**config.mk**
```make
export PLATFORM = sky130hd
export DESIGN_NAME = key_value_record_tokenizer
export DESIGN_NICKNAME = d
export VERILOG_FILES = /design/src/rtl/kvrt_pkg.sv /design/src/rtl/key_value_record_tokenizer.sv
export SDC_FILE = /design/constraint.sdc
export NUM_CORES = 1
export LEC_CHECK = 0
export BUFFER_PORTS_ARGS = -buffer_cell sky130_fd_sc_hd__buf_2
export CAP_MARGIN = 20
export CELL_PAD_IN_SITES_DETAIL_PLACEMENT = 0
export CELL_PAD_IN_SITES_GLOBAL_PLACEMENT = 1
export CORE_MARGIN = 8
export CORE_UTILIZATION = 45
export CTS_BUF_LIST = sky130_fd_sc_hd__clkbuf_8 sky130_fd_sc_hd__clkbuf_16
export DETAILED_ROUTE_END_ITERATION = 12
export PLACE_DENSITY = 0.81
export SYNTH_ARGS = -nofsm -noshare
export SYNTH_HDL_FRONTEND = slang
export SYNTH_SLANG_ARGS = --single-unit
export TNS_END_PERCENT = 30
```
**constraint.sdc**
```tcl
create_clock -name clk -period 7.6 [get_ports clk]
set_input_delay 0.76 -clock clk [delete_from_list [all_inputs] [get_ports clk]]
set_output_delay 0.76 -clock clk [all_outputs]
set_load 0.03 [all_outputs]
```
**src/rtl/kvrt_pkg.sv**
```systemverilog
// Shared types and constants for the key/value record tokenizer.
package kvrt_pkg;

  localparam int CFG_IDX_W = 8;
  localparam int CFG_DATA_W = 8;
  localparam int LEN_W = 7;

  localparam logic [CFG_IDX_W-1:0] CFG_EQUALS_CHAR = 8'd0;
  localparam logic [CFG_IDX_W-1:0] CFG_EQUALS_EN = 8'd1;
  localparam logic [CFG_IDX_W-1:0] CFG_SEP_CHAR = 8'd2;
  localparam logic [CFG_IDX_W-1:0] CFG_SEP_EN = 8'd3;

  localparam logic [2:0] KIND_KEY = 3'd0;
  localparam logic [2:0] KIND_VALUE = 3'd1;
  localparam logic [2:0] KIND_PAIR = 3'd2;
  localparam logic [2:0] KIND_RECORD = 3'd3;
  localparam logic [2:0] KIND_ERROR = 3'd4;

  localparam logic [1:0] PH_KEY = 2'd0;
  localparam logic [1:0] PH_VALUE = 2'd1;
  localparam logic [1:0] PH_DISCARD = 2'd2;

  localparam logic [7:0] CHAR_QUOTE = 8'd34;
  localparam logic [7:0] CHAR_NUL = 8'd0;
  localparam logic [7:0] CHAR_LF = 8'd10;
  localparam logic [7:0] CHAR_CR = 8'd13;

  localparam logic [7:0] EQUALS_RESET = 8'd61;
  localparam logic [7:0] SEP_RESET = 8'd59;

  typedef struct packed {
    logic [7:0] equals_char;
    logic       equals_en;
    logic [7:0] sep_char;
    logic       sep_en;
  } cfg_t;

endpackage

```
**src/rtl/key_value_record_tokenizer.sv**
```systemverilog
// Key/value record tokenizer top level: one raw character in, at most one tagged token out.
//
// The input channel (in_valid, in_stall, in_byte) takes one raw character per
// transfer. The result channel (out_valid, out_stall, out_kind, out_byte)
// carries tokens: key or value characters, pair end, record end or error.
// Characters that only change state (quotes, the equals character, bytes in
// discard) make no output transfer.
// Each accepted character is classified in the cycle it is taken and its
// token sits in the output register from the next cycle; the block takes
// one character per clock cycle while in_stall is low.
// in_stall rises only while a token waits in the output register and the
// receiver stalls; a new character is taken in the same cycle the waiting
// token leaves.
// The configuration channel (cfg_valid, cfg_ready, cfg_index, cfg_data) is
// always ready; writes to indexes beyond three are dropped.
// Synchronous reset restores the register defaults, key phase, the unquoted
// state, a zero field length and an empty output register.
module key_value_record_tokenizer
  import kvrt_pkg::*;
#(
  parameter int KEY_MAX = 64,
  parameter int VALUE_MAX = 64
) (
  input  logic                  clk,
  input  logic                  rst_n,
  input  logic                  in_valid,
  output logic                  in_stall,
  input  logic [7:0]            in_byte,
  output logic                  out_valid,
  input  logic                  out_stall,
  output logic [2:0]            out_kind,
  output logic [7:0]            out_byte,
  input  logic                  cfg_valid,
  output logic                  cfg_ready,
  input  logic [CFG_IDX_W-1:0]  cfg_index,
  input  logic [CFG_DATA_W-1:0] cfg_data
);

  cfg_t             cfg_r;
  logic [1:0]       phase_r, phase_nxt;
  logic             quoted_r, quoted_nxt;
  logic [LEN_W-1:0] len_r, len_nxt;
  logic             out_valid_r;
  logic [2:0]       out_kind_r;
  logic [7:0]       out_byte_r;

  logic             in_acc;
  logic             is_end;
  logic [LEN_W-1:0] limit;
  logic             res_vld;
  logic [2:0]       res_kind;
  logic [7:0]       res_byte;

  assign in_stall = out_valid_r & out_stall;
  assign in_acc = in_valid & ~in_stall;
  assign cfg_ready = 1'b1;

  assign out_valid = out_valid_r;
  assign out_kind = out_kind_r;
  assign out_byte = out_byte_r;

  assign is_end = (in_byte == CHAR_NUL) || (in_byte == CHAR_LF) || (in_byte == CHAR_CR);
  assign limit = (phase_r == PH_KEY) ? LEN_W'(KEY_MAX) : LEN_W'(VALUE_MAX);

  always_comb begin
    phase_nxt = phase_r;
    quoted_nxt = quoted_r;
    len_nxt = len_r;
    res_vld = 1'b0;
    res_kind = KIND_KEY;
    res_byte = 8'd0;
    if (in_acc) begin
      priority if (phase_r != PH_KEY && phase_r != PH_VALUE) begin
        if (is_end) begin
          phase_nxt = PH_KEY;
          quoted_nxt = 1'b0;
          len_nxt = '0;
        end
      end else if (len_r >= limit) begin
        quoted_nxt = 1'b0;
        len_nxt = '0;
        phase_nxt = is_end ? PH_KEY : PH_DISCARD;
        res_vld = 1'b1;
        res_kind = KIND_ERROR;
      end else begin
        len_nxt = len_r + LEN_W'(1);
        priority if (in_byte == CHAR_QUOTE) begin
          quoted_nxt = ~quoted_r;
        end else if (!quoted_r && is_end) begin
          phase_nxt = PH_KEY;
          len_nxt = '0;
          res_vld = 1'b1;
          res_kind = KIND_RECORD;
        end else if (!quoted_r && phase_r == PH_KEY && cfg_r.equals_en &&
                     in_byte == cfg_r.equals_char) begin
          phase_nxt = PH_VALUE;
          len_nxt = '0;
        end else if (!quoted_r && cfg_r.sep_en && in_byte == cfg_r.sep_char) begin
          phase_nxt = PH_KEY;
          len_nxt = '0;
          res_vld = 1'b1;
          res_kind = KIND_PAIR;
        end else begin
          res_vld = 1'b1;
          res_kind = (phase_r == PH_KEY) ? KIND_KEY : KIND_VALUE;
          res_byte = in_byte;
        end
      end
    end
  end

  always_ff @(posedge clk) begin
    if (!rst_n) begin
      cfg_r.equals_char <= EQUALS_RESET;
      cfg_r.equals_en <= 1'b1;
      cfg_r.sep_char <= SEP_RESET;
      cfg_r.sep_en <= 1'b1;
    end else if (cfg_valid && cfg_ready) begin
      unique case (cfg_index)
        CFG_EQUALS_CHAR: cfg_r.equals_char <= cfg_data[7:0];
        CFG_EQUALS_EN:   cfg_r.equals_en <= cfg_data[0];
        CFG_SEP_CHAR:    cfg_r.sep_char <= cfg_data[7:0];
        CFG_SEP_EN:      cfg_r.sep_en <= cfg_data[0];
        default: ;
      endcase
    end
  end

  always_ff @(posedge clk) begin
    if (!rst_n) begin
      phase_r <= PH_KEY;
      quoted_r <= 1'b0;
      len_r <= '0;
      out_valid_r <= 1'b0;
    end else begin
      phase_r <= phase_nxt;
      quoted_r <= quoted_nxt;
      len_r <= len_nxt;
      if (res_vld) begin
        out_valid_r <= 1'b1;
      end else if (!out_stall) begin
        out_valid_r <= 1'b0;
      end
    end
  end

  always_ff @(posedge clk) begin
    if (res_vld) begin
      out_kind_r <= res_kind;
      out_byte_r <= res_byte;
    end
  end

  assert property (@(posedge clk) disable iff (!rst_n)
    phase_r == PH_DISCARD |-> !quoted_r)
    else $error("Quoted mode is set while discarding.");

  assert property (@(posedge clk) disable iff (!rst_n)
    (phase_r == PH_KEY |-> len_r <= LEN_W'(KEY_MAX)) and
    (phase_r == PH_VALUE |-> len_r <= LEN_W'(VALUE_MAX)))
    else $error("Field length ran past its limit.");

  assert property (@(posedge clk) disable iff (!rst_n)
    in_acc && phase_r == PH_DISCARD |=> !out_valid)
    else $error("A discarded character produced a token.");

  assert property (@(posedge clk) disable iff (!rst_n)
    out_valid && out_kind != KIND_KEY && out_kind != KIND_VALUE |-> out_byte == 8'd0)
    else $error("A control token carries a nonzero byte.");

  assert property (@(posedge clk) disable iff (!rst_n)
    phase_r != 2'd3)
    else $error("Phase holds the unused code.");

endmodule

```
# ---- Word level (Yosys, flattened, before mapping)
# Index checks and enable logic that the tools add are counted.
dict set report word_totals {
  n_memories 0
  ramBits 0
  latch_bits 0
  rom_bits 0
  input_bits 29
  wordCells 89
  regBits 40
  out_inout_bits 14
}
dict set report op_classes {
  order_cmp 1
  n_reduce_logical 26
  div_mod_pow 0
  bitwise 5
  n_mux 33
  eq_ne 12
  addsub 1
  n_shift 0
  multipliers 0
}
# operator n
set ops {}
lappend ops {{2-to-1 mux 7 bit} 7}
lappend ops {{2-to-1 mux 2 bit} 12}
lappend ops {{equality test 8 x 2 -> 1 bit, second input constant} 2}
lappend ops {{equality test 8 x 4 -> 1 bit, second input constant} 2}
lappend ops {{equality test 8 bit} 2}
lappend ops {{zero test 8 bit} 2}
lappend ops {{2-to-1 mux 1 bit} 13}
lappend ops {{AND reduction 2 bit} 5}
lappend ops {{equality test 8 x 1 -> 1 bit, second input constant} 1}
lappend ops {{equality test 8 x 6 -> 1 bit, second input constant} 1}
lappend ops {{adder 7 x 1 -> 7 bit, second input constant} 1}
lappend ops {{greater-or-equal comparator 7 bit, second input constant} 1}
lappend ops {{logical AND 1 bit} 7}
lappend ops {{OR reduction 7 bit} 1}
lappend ops {{nonzero test 5 bit} 1}
lappend ops {{inequality test 2 x 1 -> 1 bit, second input constant} 2}
lappend ops {{AND reduction 4 bit} 1}
lappend ops {{OR reduction 4 bit} 1}
lappend ops {{2-to-1 mux 3 bit} 1}
lappend ops {{inequality test 3 bit, second input constant} 1}
lappend ops {{NOT 1 bit} 3}
lappend ops {{AND reduction 3 bit} 1}
lappend ops {{nonzero test 3 bit} 1}
lappend ops {{AND 1 bit} 2}
lappend ops {{6 further kinds} 7}

# ---- Depth between registers and ports, before layout
dict set report depth {
  ltp_word 11
  ltp_mapped 8
}

# ---- Worst setup path before layout
# Ideal clock, no wire load.
dict set report synth_path {
  path_kind {input to register}
  start {input in_byte[3]}
  end {register out_byte_r[0] (netlist: out_byte[0]) (enable)}
  path_buffers 2
  required_ns 7.207
  arrival_time_ns 2.738
  path_stages 8
  path_slack_ns 4.469
  setup_ns 0.393
  path_cell_list {clkbuf_2 xnor2_1 a21oi_1 or3_1 buf_2 a21oi_1 nor2_1 nor3_1}
}
dict set report synth_between {
  elab_chain_cells 9
  word_cells_on_any_way 15
  classes_between {4 x eq/ne; 6 x mux; 5 x reduce/logical}
}
# element line_no
set synth_lines {}
lappend synth_lines {{start, declared} key_value_record_tokenizer.sv:28} ;# input logic [7:0] in_byte,
lappend synth_lines {{equality test 8 x 4 -> 1 bit or zero test 8 bit (tied branches)} key_value_record_tokenizer.sv:62} ;# assign is_end = (in_byte == CHAR_NUL) || (in_byte == CHAR_LF) || (in_byte == CHAR_CR);
lappend synth_lines {{logical OR 1 bit (2 in series)} key_value_record_tokenizer.sv:62}
lappend synth_lines {{logical AND 1 bit} key_value_record_tokenizer.sv:89} ;# end else if (!quoted_r && is_end) begin
lappend synth_lines {{2-to-1 mux 1 bit} key_value_record_tokenizer.sv:89}
lappend synth_lines {{2-to-1 mux 1 bit (*)} key_value_record_tokenizer.sv:87} ;# priority if (in_byte == CHAR_QUOTE) begin
lappend synth_lines {{2-to-1 mux 1 bit (*)} key_value_record_tokenizer.sv:79} ;# end else if (len_r >= limit) begin
lappend synth_lines {{2-to-1 mux 1 bit (*)} key_value_record_tokenizer.sv:73} ;# priority if (phase_r != PH_KEY && phase_r != PH_VALUE) begin
lappend synth_lines {{2-to-1 mux 1 bit (*)} key_value_record_tokenizer.sv:72} ;# if (in_acc) begin
lappend synth_lines {{named net res_vld} key_value_record_tokenizer.sv:50} ;# logic res_vld;
lappend synth_lines {{end signal, assigned} key_value_record_tokenizer.sv:150} ;# out_byte_r <= res_byte;
lappend synth_lines {{end, declared} key_value_record_tokenizer.sv:45} ;# logic [7:0] out_byte_r;
# The timed path passes the listed nets; every way through them passes the cells marked *.
# A chain may end at the register's enable or synchronous reset.

# ---- Worst setup path in the final report
dict set report layout_path {
  start {input cfg_index[4]}
  end {register cfg_r[13] (netlist name)}
}
dict set report layout_between {
  elab_chain_cells 2
}
# element line_no
set layout_lines {}
lappend layout_lines {{start, declared} key_value_record_tokenizer.sv:35} ;# input logic [CFG_IDX_W-1:0] cfg_index,
lappend layout_lines {{zero test 8 bit} key_value_record_tokenizer.sv:119} ;# unique case (cfg_index)
lappend layout_lines {{AND reduction 2 bit (no line)} --}
lappend layout_lines {{end, declared} key_value_record_tokenizer.sv:39} ;# cfg_t cfg_r;
# Every way passes these cells.

==> impl_metrics.py <==
metrics = {
    "critical_path": {
        "slowest_stage": "nor3b_2",
        "crit_path_end": "cfg_r[13]$_SDFFE_PN1P_",
        "cp_top_family": "simple AND/OR/NAND/NOR gates",
        "reg2regPathDepth": 6,
        "worst_ep_arrival_time_ns": 2.77,
        "cp_max_fo": 8,
        "worst-path-buf-inv": 1,
        "critPathCaptureType": "flip-flop",
        "worstPathCellList": "buf_2, or4b_1, nor4_2, nor3b_2, mux2i_1, nand2_1",
        "start_kind": "input port",
        "r2r_setup_slack_ns": 5.58,
        "critPathKind": "in -> reg",
        "crit_start": "cfg_index[4]",
        "max_stage_delay_ns": 0.78,
        "path_depth": 6,
        "r2r-start": "phase_r[1]$_SDFFE_PN0P_",
        "r2r_end": "len_r[4]$_SDFFE_PN0P_",
        "crit_required_ns": 7.78,
    },
    "place": {
        "hpwl_mm": 3.52,
        "numPortBuffers": 41,
        "place_inst": 304,
        "gp_congestion": 0.783,
        "place_ws_ns": 4.69,
    },
    "clock_tree": {
        "cts_resized": 0,
        "postCtsSetupBuffers": 0,
        "htreeDepth": 2,
        "clk_latency_ns": 0.29,
        "cts_made_buffers": 5,
        "ctsHoldBuffers": 0,
        "clock_path_buffers": 2,
        "root_buffer": "clkbuf_8",
        "path_clk_slew_ns": 0.08,
        "cts_tree": "built",
        "clkSinkCount": 40,
    },
    "synth": {
        "ys_warn_count": 0,
        "ys_ff_latch": 40,
        "syn_area_um2": 2140,
        "synthTopCellsByArea": "dfxtp_1 27%, edfxtp_1 15%, mux2i_1 8.4%",
        "yosysSeqAreaShare_pct": 42.6,
        "netlist_top_cells_count": "29 x dfxtp_1, 22 x nand2_1, 18 x mux2i_1, 17 x xnor2_1, 14 x nor2_1",
        "netlist_instances": 220,
        "ys.flop_type": "dfxtp_1",
        "synth_area_leader_cell": "dfxtp_1",
        "synth_fp_nets": 251,
        "synthArstFlopShare_pct": 0,
        "synth_edf_count": 11,
        "synth.distinct_cells": 52,
        "synth_top_area_share_pct": 27.2,
        "synth.most_common_cell": "dfxtp_1",
        "syn_avg_cell_area_um2": 9.71,
    },
    "floorplanning": {
        "die_y_um": 84.9,
        "dieArea_um2": 7210,
        "start_util_pct": 45.8,
        "top_level_ports": 43,
        "rows": 25,
        "die_w_um": 84.9,
        "design.core.area_um2": 4660,
    },
    "finish": {
        "diodes": 0,
        "multi_input_area_um2": 1110,
        "final_cells": 313,
        "regArea_um2": 911,
        "fillers": 452,
        "drive_gt1_share_pct": 25.9,
        "final_nets": 289,
        "syn2layout_area_growth_pct": 14.6,
    },
    "timing": {
        "hold_violations": 0,
        "drv_slew": 0,
        "fmax_mhz": 385,
        "post-route-min-period_ns": 2.60,
        "fin_hold_ws_ns": 0.491,
        "worst_pin_slew_ns": 0.861,
        "layout_setup_ws_ns": 5.00,
        "grt_setup_unrepaired": "false",
        "setup_violations": 0,
        "setup-tns-final_ns": 0,
        "relSlewSlack_pct": 42.3,
        "finalClockSkew_ns": 0.00665,
        "finalCritPeriodShare_pct": 34.2,
    },
    "drt": {
        "dr.pass1.iters": 5,
        "viasPerCell": 5.27,
        "wl_per_cell_um": 14.7,
        "drcViolationCount": 0,
        "dr.first_iter.drc_count": 88,
        "num_vias": 1649,
        "routed_wl_mm": 4.59,
        "postRouteAntennaNets": 0,
    },
    "global_route": {
        "grt.busiest_layer": "met2",
        "grtUsageMet3_pct": 3.38,
        "grt_pass1_vias": 1688,
        "grt_overflow_total": 0,
        "gr-usage-met2_pct": 21.9,
        "antenna_found_initial": 0,
        "grtUsageTotal_pct": 13.6,
        "gr-usage-met1_pct": 16.5,
        "grt_pass1_wl_mm": 7.86,
        "grt_max_degree": 20,
    },
    "power": {
        "power.switching_uw": 110,
        "sw_frac_of_total_pct": 25.2,
        "power_frac_seq_pct": 51.8,
        "pwr-share-comb_pct": 12.0,
        "intPower_uw": 327,
        "p_clk_share_pct": 36.2,
        "peakVddDrop_mv": 0.0827,
        "powerDensity_nw_per_um2": 179,
        "leakagePower_nw": 0.990,
    },
    "worst_hold_path": {
        "min_from": "len_r[3]$_SDFFE_PN0P_",
        "hold_class": "reg -> reg",
    },
    "run": {
        "cap_violations": 0,
    },
    "status": {
        "status": "completed",
    },
}
cell usage in the layout (no fill, tap or decap), drive strengths merged, types with 2 or more instances in the layout:
| master | synthesis | layout |
|---|---|---|
| nor4 | 4 | 4 |
| nand3b | 2 | 2 |
| and2 | 8 | 8 |
| or2 | 3 | 3 |
| nor2 | 14 | 14 |
| dfxtp | 29 | 29 |
| ha | 2 | 2 |
| nand4 | 4 | 4 |
| clkinv | 1 | 2 |
| nor3 | 9 | 9 |
| inv | 8 | 8 |
| edfxtp | 11 | 11 |
| or3 | 2 | 2 |
| o32ai | 4 | 4 |
| nand3 | 8 | 8 |
| mux2i | 18 | 18 |
| xnor2 | 17 | 17 |
| nor3b | 2 | 2 |
| buf | 9 | 43 |
| nand2b | 3 | 3 |
| clkbuf | 3 | 6 |
| nand2 | 22 | 22 |
| o22ai | 2 | 2 |
| o21ai | 6 | 6 |
| a21oi | 11 | 11 |
| a211oi | 3 | 3 |
metrics by stage:
step	cell area, um^2	util [%]	power [mW]
5_1_grt	2450	52.5	0.458
6_report	2450	52.5	0.438
2_1_floorplan	2140	-	0.266
3_3_place_gp	2340	50.1	0.284
3_5_place_dp	2340	50.1	0.284
4_1_cts	2440	52.4	0.443
sequential cells by signal, summed over array words and instances, names as in the netlist:
name	flops
cfg_r	18
len_r	7
phase_r	2
out_byte	8
out_kind	3
out_valid	1
quoted_r	1
metal layers:
metal | share of wire (%) | vias up
met5 | 0 | -
met4 | 1.4 | 0
met3 | 4.5 | 4
met2 | 47 | 40
met1 | 47 | 748
li1 | - | 857
worst register-to-register path, delay by kind of cell, from the launching register on:
family             cells  cell delay (ns)
AOI/OAI and AO/OA      2             0.50
DFF                    1             0.41
and+or+nand+nor        4             0.99
power groups by stage:
| stage | clock, mW | sequential, mW | combinational (mW) |
|---|---|---|---|
| after global placement | 0 | 0.231 | 0.0525 |
| after CTS | 0.164 | 0.227 | 0.0529 |
| final | 0.158 | 0.227 | 0.0527 |
| after detailed placement | 0 | 0.231 | 0.0529 |
| after global routing | 0.174 | 0.227 | 0.0577 |
| after floorplan | 0 | 0.240 | 0.0256 |
worst min path at each step:
stage / endpoint / slack, ns / cells after the start
2_1_floorplan: cfg_r[9]$_SDFFE_PN1P_ / 0.43 / 2
3_5_place_dp: cfg_r[15]$_SDFFE_PN1P_ / 0.48 / 2
3_3_place_gp: len_r[3]$_SDFFE_PN0P_ / 0.48 / 2
4_1_cts: len_r[3]$_SDFFE_PN0P_ / 0.50 / 2
5_1_grt: cfg_r[14]$_SDFFE_PN1P_ / 0.52 / 2
6_report: len_r[3]$_SDFFE_PN0P_ / 0.49 / 2
cell families after synthesis:
| family | Yosys count | synth area share [%] |
|---|---|---|
| DFF | 40 | 42.6 |
| AOI/OAI and AO/OA | 33 | 9.84 |
| xor gates and xnor gates | 17 | 6.97 |
| adders and majority gates | 2 | 1.17 |
| buffers and inverters | 21 | 5.27 |
| other | 1 | 0.176 |
| muxes | 18 | 8.44 |
| and+or+nand+nor | 88 | 25.5 |
layout make-up:
cell class              count  area share [%]
well taps                  54            2.76
multi-input cells         159            45.4
repair buffers             43            8.89
clock inverters             2           0.511
inverters                   9            1.38
clock buffers               6            3.83
flip-flops and latches     40            37.2
No activity file was read; power rests on OpenSTA's default activity.
